==> src/design/swfd_pkg.sv <==
// ---------------------------------------------------------------------------
// swfd_pkg
// Types and constants of the sync word / type / length deframer.
// ---------------------------------------------------------------------------
`default_nettype none

package swfd_pkg;

	localparam int unsigned ByteW = 8;
	localparam int unsigned WordW = 32;
	localparam int unsigned WordBytes = WordW / ByteW;
	localparam int unsigned FillW = $clog2(WordBytes + 1);
	localparam int unsigned SeenW = $clog2(WordBytes);

	localparam logic [WordW-1:0] SYNC_WORD_RESET = 32'hA5A5_A5A5;

	typedef enum logic [3:0] {
		PH_HUNT    = 4'b0001,
		PH_TYPE    = 4'b0010,
		PH_LEN     = 4'b0100,
		PH_PAYLOAD = 4'b1000
	} phase_t;

	typedef struct packed {
		logic [ByteW-1:0] frame_type;
		logic [ByteW-1:0] payload_byte;
		logic             first_of_frame;
		logic             last_of_frame;
		logic             empty_frame;
	} res_t;

endpackage

`default_nettype wire

==> src/design/swfd_parse.sv <==
// ---------------------------------------------------------------------------
// swfd_parse
// Header parser: sync hunt, type and length capture, payload tagging.
// ---------------------------------------------------------------------------
`default_nettype none

module swfd_parse
	import swfd_pkg::*;
(
	input  wire logic             clk,
	input  wire logic             arst_n,
	input  wire logic             cfg_we,
	input  wire logic [WordW-1:0] cfg_wdata,
	input  wire logic             take,
	input  wire logic [ByteW-1:0] data_byte,
	output logic                  emit,
	output res_t                  res
);

	phase_t            phase_q, phase_d;
	logic [WordW-1:0]  sync_q;
	logic [WordW-1:0]  window_q, window_d;
	logic [FillW-1:0]  fill_q, fill_d;
	logic [ByteW-1:0]  type_q, type_d;
	logic [WordW-1:0]  len_q, len_d;
	logic [SeenW-1:0]  seen_q, seen_d;
	logic [WordW-1:0]  remain_q, remain_d;
	logic              first_q, first_d;
	logic [WordW-1:0]  shifted_win;
	logic [WordW-1:0]  shifted_len;
	logic [WordW-1:0]  remain_dec;
	logic              win_full;

	assign shifted_win = {window_q[WordW-ByteW-1:0], data_byte};
	assign shifted_len = {len_q[WordW-ByteW-1:0], data_byte};
	assign remain_dec  = remain_q - WordW'(1);
	assign win_full    = (fill_q >= FillW'(WordBytes - 1));

	always_comb begin
		phase_d  = phase_q;
		window_d = window_q;
		fill_d   = fill_q;
		type_d   = type_q;
		len_d    = len_q;
		seen_d   = seen_q;
		remain_d = remain_q;
		first_d  = first_q;
		emit     = 1'b0;
		res.frame_type     = type_q;
		res.payload_byte   = data_byte;
		res.first_of_frame = first_q;
		res.last_of_frame  = (remain_q == WordW'(1));
		res.empty_frame    = 1'b0;
		case (phase_q)
			PH_HUNT: begin
				window_d = shifted_win;
				if (fill_q < FillW'(WordBytes))
					fill_d = fill_q + FillW'(1);
				if (win_full && shifted_win == sync_q) begin
					phase_d  = PH_TYPE;
					window_d = '0;
					fill_d   = '0;
				end
			end
			PH_TYPE: begin
				type_d  = data_byte;
				len_d   = '0;
				seen_d  = '0;
				phase_d = PH_LEN;
			end
			PH_LEN: begin
				len_d  = shifted_len;
				seen_d = seen_q + SeenW'(1);
				if (seen_q == SeenW'(WordBytes - 1)) begin
					if (shifted_len == '0) begin
						emit = 1'b1;
						res.payload_byte   = '0;
						res.first_of_frame = 1'b1;
						res.last_of_frame  = 1'b1;
						res.empty_frame    = 1'b1;
						phase_d = PH_HUNT;
					end else begin
						remain_d = shifted_len;
						first_d  = 1'b1;
						phase_d  = PH_PAYLOAD;
					end
				end
			end
			PH_PAYLOAD: begin
				if (remain_q == '0) begin
					phase_d = PH_HUNT;
					first_d = 1'b1;
				end else begin
					emit     = 1'b1;
					remain_d = remain_dec;
					first_d  = 1'b0;
					if (remain_dec == '0) begin
						phase_d = PH_HUNT;
						first_d = 1'b1;
					end
				end
			end
			default: begin
				phase_d = PH_HUNT;
			end
		endcase
	end

	always_ff @(posedge clk or negedge arst_n) begin
		if (!arst_n) begin
			sync_q <= SYNC_WORD_RESET;
		end else if (cfg_we) begin
			sync_q <= cfg_wdata;
		end
	end

	always_ff @(posedge clk or negedge arst_n) begin
		if (!arst_n) begin
			phase_q  <= PH_HUNT;
			window_q <= '0;
			fill_q   <= '0;
			type_q   <= '0;
			len_q    <= '0;
			seen_q   <= '0;
			remain_q <= '0;
			first_q  <= 1'b1;
		end else if (take) begin
			phase_q  <= phase_d;
			window_q <= window_d;
			fill_q   <= fill_d;
			type_q   <= type_d;
			len_q    <= len_d;
			seen_q   <= seen_d;
			remain_q <= remain_d;
			first_q  <= first_d;
		end
	end

endmodule

`default_nettype wire

==> src/design/swfd_outreg.sv <==
// ---------------------------------------------------------------------------
// swfd_outreg
// Result register with valid/ready toward the consumer.
// ---------------------------------------------------------------------------
`default_nettype none

module swfd_outreg
	import swfd_pkg::*;
(
	input  wire logic clk,
	input  wire logic arst_n,
	input  wire logic load,
	input  wire logic load_valid,
	input  wire res_t load_res,
	input  wire logic res_ready,
	output logic      res_valid,
	output logic      slot_free,
	output res_t      res
);

	logic valid_q;
	res_t res_q;

	assign slot_free = !valid_q || res_ready;
	assign res_valid = valid_q;
	assign res       = res_q;

	always_ff @(posedge clk or negedge arst_n) begin
		if (!arst_n) begin
			valid_q <= 1'b0;
		end else if (load) begin
			valid_q <= load_valid;
		end else if (res_ready) begin
			valid_q <= 1'b0;
		end
	end

	always_ff @(posedge clk) begin
		if (load && load_valid) begin
			res_q <= load_res;
		end
	end

endmodule

`default_nettype wire

==> src/design/sync_word_frame_deframer.sv <==
// ---------------------------------------------------------------------------
// sync_word_frame_deframer
// Hunts a 32-bit sync word in a byte stream, reads type and length, and
// emits the payload bytes tagged with type and first/last marks, or one empty-frame result.
// ---------------------------------------------------------------------------
//   channel    handshake                    payload
//   input      data_valid / data_ready      data_byte
//   result     res_valid / res_ready        frame_type, payload_byte,
//                                           first_of_frame, last_of_frame,
//                                           empty_frame
//   config     sync_word_we                 sync_word_wdata
//
// One byte per cycle while data_ready is high; a result shows in the cycle after its byte is taken.
// data_ready falls only while a result is held and res_ready is low.
// arst_n clears the parser to hunting and the sync word to A5A5A5A5.
// ---------------------------------------------------------------------------
`default_nettype none

module sync_word_frame_deframer
	import swfd_pkg::*;
(
	input  wire logic             clk,
	input  wire logic             arst_n,
	input  wire logic             sync_word_we,
	input  wire logic [WordW-1:0] sync_word_wdata,
	input  wire logic             data_valid,
	output logic                  data_ready,
	input  wire logic [ByteW-1:0] data_byte,
	output logic                  res_valid,
	input  wire logic             res_ready,
	output logic [ByteW-1:0]      frame_type,
	output logic [ByteW-1:0]      payload_byte,
	output logic                  first_of_frame,
	output logic                  last_of_frame,
	output logic                  empty_frame
);

	logic take;
	logic emit;
	logic slot_free;
	res_t parse_res;
	res_t out_res;

	assign data_ready = slot_free;
	assign take       = data_valid && slot_free;

	swfd_parse u_parse (
		.clk       (clk),
		.arst_n    (arst_n),
		.cfg_we    (sync_word_we),
		.cfg_wdata (sync_word_wdata),
		.take      (take),
		.data_byte (data_byte),
		.emit      (emit),
		.res       (parse_res)
	);

	swfd_outreg u_outreg (
		.clk        (clk),
		.arst_n     (arst_n),
		.load       (take),
		.load_valid (emit),
		.load_res   (parse_res),
		.res_ready  (res_ready),
		.res_valid  (res_valid),
		.slot_free  (slot_free),
		.res        (out_res)
	);

	assign frame_type     = out_res.frame_type;
	assign payload_byte   = out_res.payload_byte;
	assign first_of_frame = out_res.first_of_frame;
	assign last_of_frame  = out_res.last_of_frame;
	assign empty_frame    = out_res.empty_frame;

endmodule

`default_nettype wire

==> config.mk <==
export PLATFORM = sky130hd
export DESIGN_NAME = sync_word_frame_deframer
export DESIGN_NICKNAME = d
export VERILOG_FILES = /design/src/design/swfd_pkg.sv /design/src/design/swfd_parse.sv /design/src/design/swfd_outreg.sv /design/src/design/sync_word_frame_deframer.sv
export SDC_FILE = /design/constraint.sdc
export NUM_CORES = 1
export LEC_CHECK = 0
export ABC_AREA = 1
export BUFFER_PORTS_ARGS = -buffer_cell sky130_fd_sc_hd__buf_2
export CAP_MARGIN = 10
export CORE_ASPECT_RATIO = 0.5
export CORE_MARGIN = 2
export CORE_UTILIZATION = 65
export DETAILED_ROUTE_END_ITERATION = 8
export PLACE_DENSITY_LB_ADDON = 0.1
export SLEW_MARGIN = 20
export SYNTH_ARGS = -nofsm -noshare
export SYNTH_HDL_FRONTEND = slang
export SYNTH_SLANG_ARGS = --single-unit
==> constraint.sdc <==
create_clock -name clk -period 4.57 [get_ports clk]
set_input_delay 0.2285 -clock clk [delete_from_list [all_inputs] [get_ports clk]]
set_output_delay 0.2285 -clock clk [all_outputs]
set_load 0.005 [all_outputs]
==> reports/metrics.yaml <==
grt:
  overflow: 0
  grt_usage_pct: 32.9
  use_met1_pct: 44.7
  gr-usage-met2_pct: 54.1
  busiest_layer: "met2"
  grt_pass1_vias: 6443
  antenna_found_initial: 0
  grt_util_met3_pct: 7.15
  grt_max_degree: 81
  grt_pass1_wl_um: 31900
worst_setup_path:
  rr_startpoint: "u_parse.remain_q[0]"
  rrSetupSlack_ns: 1.58
  crit_family: "compound AO/OA/AOI/OAI gates"
  start_kind: "flop"
  critical-path-max-stage-delay_ns: 0.82
  reg2reg_to: "u_parse.remain_q[12]"
  slowest_stage: "o21ai_4"
  end_kind: "flop"
  worstSetupPathType: "flop to flop"
  crit_end: "u_parse.remain_q[12]"
  critPathMaxFanout: 43
  arrival_ns: 3.33
  crit_chain: "inv_1 > ha_1 > nand2_2 > nor2_4 > nand2_1 > inv_1 > nand2_1 > o21ai_4 > buf_4 > nor2_1 > a21oi_1"
  r2r_cells: 11
  crit_start: "u_parse.remain_q[0]"
  cp.depth: 11
  cp_num_buf_inv: 3
  worstPathRequired_ns: 4.91
detailed_routing:
  via_per_inst: 5.57
  drt_iter0_drc: 715
  drc_errors: 0
  wl_per_cell_um: 16.0
  antenna_left: 0
  totalWireLength_um: 19400
  dr.pass1.iters: 5
  vias: 6754
placement:
  numPortBuffers: 65
  dp_hpwl_um: 13700
  place.gp.congestion: 0.993
  place_ws_ns: 1.71
die:
  rows: 27
  pin_count: 66
  start_util_pct: 68.1
  die-area_sq_um: 12700
  coreArea_sq_um: 11200
  die_y_um: 80.8
  die_w_um: 158
layout:
  diodes: 0
  mostFrequentLayoutCells: "nand2_1 (248), inv_1 (136), dfrtp_1 (113)"
  nets: 1090
  fillCellCount: 854
  drive_gt1_share_pct: 14.2
  post-route-util_pct: 76.9
  synthToLayoutAreaGrowth_pct: 12.9
  layout_commonest_cell: "nand2_1"
clock_tree:
  cts.sinks: 150
  cts_root_buffer: "clkbuf_16"
  clk-insertion-delay-late_ns: 0.43
  cts.clk_slew.worst_paths_ns: 0.07
  cts_tree: "yes"
  clk_path_buf_depth: 2
  cts-buffers-inserted: 17
  postCtsSetupBuffers: 0
  cts_resized: 0
  ctsHtreeMaxLevel: 4
logic_synthesis:
  ys_warn_count: 0
  synth_edf_count: 19
  ys_seq_elements: 150
  synthCells: 987
  yosysUniqueCellTypes: 34
  synthFlopType: "dfrtp_1"
  async_flop_share_pct: 87.3
  synth_area_sq_um: 7660
  syn_area_per_cell_sq_um: 7.76
  yosysSeqAreaShare_pct: 50.5
  syn_nets: 1037
sta:
  setup_ws_ns: 1.58
  rsz0062_at_grt: "false"
  period_minus_slack_ns: 2.99
  max_freq_mhz: 334
  skew_ns: 0.0138
  finalSetupTns_ns: 0
  finalCritPeriodShare_pct: 65.4
  finalSetupViolations: 0
  worst_pin_slew_ns: 1.02
  report.final.slew_viol_count: 0
  slew_headroom_pct: 31.7
  hold_viol_final: 0
power:
  power.density_nw_per_um2: 591
  ir_drop_v: 0.000322
  leakagePower_nw: 4.11
status:
  status: "completed"
hold_path:
  hp-class: "primary input to flop"
flow_run:
  maxCapViolCount: 0
==> Yosys cell counts, drive strengths merged, types with 2 or more instances <==
| cell | n | share of area (%) |
|---|---|---|
| nand2 | 253 | 13 |
| inv | 141 | 6.9 |
| nor2 | 120 | 6.3 |
| dfrtp | 113 | 37 |
| o21ai | 113 | 7.5 |
| nand3 | 50 | 3.3 |
| a21oi | 36 | 2.4 |
| clkbuf | 31 | 1.5 |
| nand4 | 30 | 2.5 |
| o22ai | 25 | 2.0 |
| edfxtp | 19 | 7.4 |
| dfstp | 18 | 6.2 |
| buf | 9 | 0.80 |
| ha | 5 | 0.82 |
| nor3 | 5 | 0.62 |
| xor2 | 5 | 0.57 |
| mux2 | 4 | 0.59 |
| xnor2 | 3 | 0.34 |
| nor4 | 2 | 0.25 |
| o21a | 2 | 0.20 |
==> how the worst min path moves through the flow <==
stage,start,to,cells past startpoint
final,sync_word_wdata[9],u_parse.sync_q[9],3
after global placement,u_parse.type_q[6],u_outreg.res[17],0
after floorplan,arst_n,u_outreg.res_valid,0
after CTS,sync_word_wdata[9],u_parse.sync_q[9],3
after global routing,sync_word_wdata[11],u_parse.sync_q[11],3
after detailed placement,u_parse.type_q[5],u_outreg.res[16],0
==> worst min-delay path: stages <==
cell and delay [ns]:
buf_2 0.07, nand2_1 0.04, o21ai_0 0.05
==> stage by stage <==
stage	hold slack (ns)	instances	total power [mW]	instance area, sq um
after floorplan	-0.0671	987	3.25	7660
after global placement	0.433	1178	3.65	8060
after detailed placement	0.434	1178	3.71	8060
after CTS	0.00478	1210	5.08	8630
after global routing	0.0189	1212	5.45	8650
final	0.00512	1212	5.11	8650
==> timing repair <==
action                                 in CTS  in global routing
endpoints found under the hold margin       0                 67
setup endpoints to repair                   0                  0
hold buffers                                0                  1
==> layout make-up <==
| cell class | count | area [sq um] | share of cell area (%) |
|---|---|---|---|
| clock buffers | 19 | 454 | 5.25 |
| inverters | 141 | 529 | 6.12 |
| repair buffers | 74 | 402 | 4.64 |
| well taps | 159 | 199 | 2.30 |
| flip-flops and latches | 150 | 3870 | 44.8 |
| clock inverters | 13 | 111 | 1.29 |
| multi-input cells | 656 | 3080 | 35.6 |
==> kinds of logic after synthesis <==
kind of cell / share of synthesized area (%)
simple gates: 25.6
xor+xnor: 0.915
mux: 0.588
compound gates: 12.3
fa+ha+maj: 0.817
buf+inv: 9.23
flops: 50.5
==> report_power, final <==
group          switching, mW  total, mW  leakage, nW  internal [mW]
registers              0.322       2.13         1.76           1.81
clock network          0.603       1.35        0.273          0.743
logic                   1.10       1.64         2.08          0.541
==> layer usage <==
layer	wire, um	up-vias
met3	1390	37
met2	9040	281
li1	-	3283
met1	8550	3153
met4	411	0
met5	0	-
==> state kept, by name (all words and copies together) (netlist names) <==
signal and flops:
u_parse.type_q 8, u_parse.fill_q 3, u_parse.remain_q 32, u_parse.first_q 1, u_parse.sync_q 32, u_parse.window_q 24, u_parse.phase_q 4, u_parse.len_q 24
u_outreg.res 19, u_parse.seen_q 2, u_outreg.res_valid 1
Note: power is estimated with default switching activity, not from simulation.
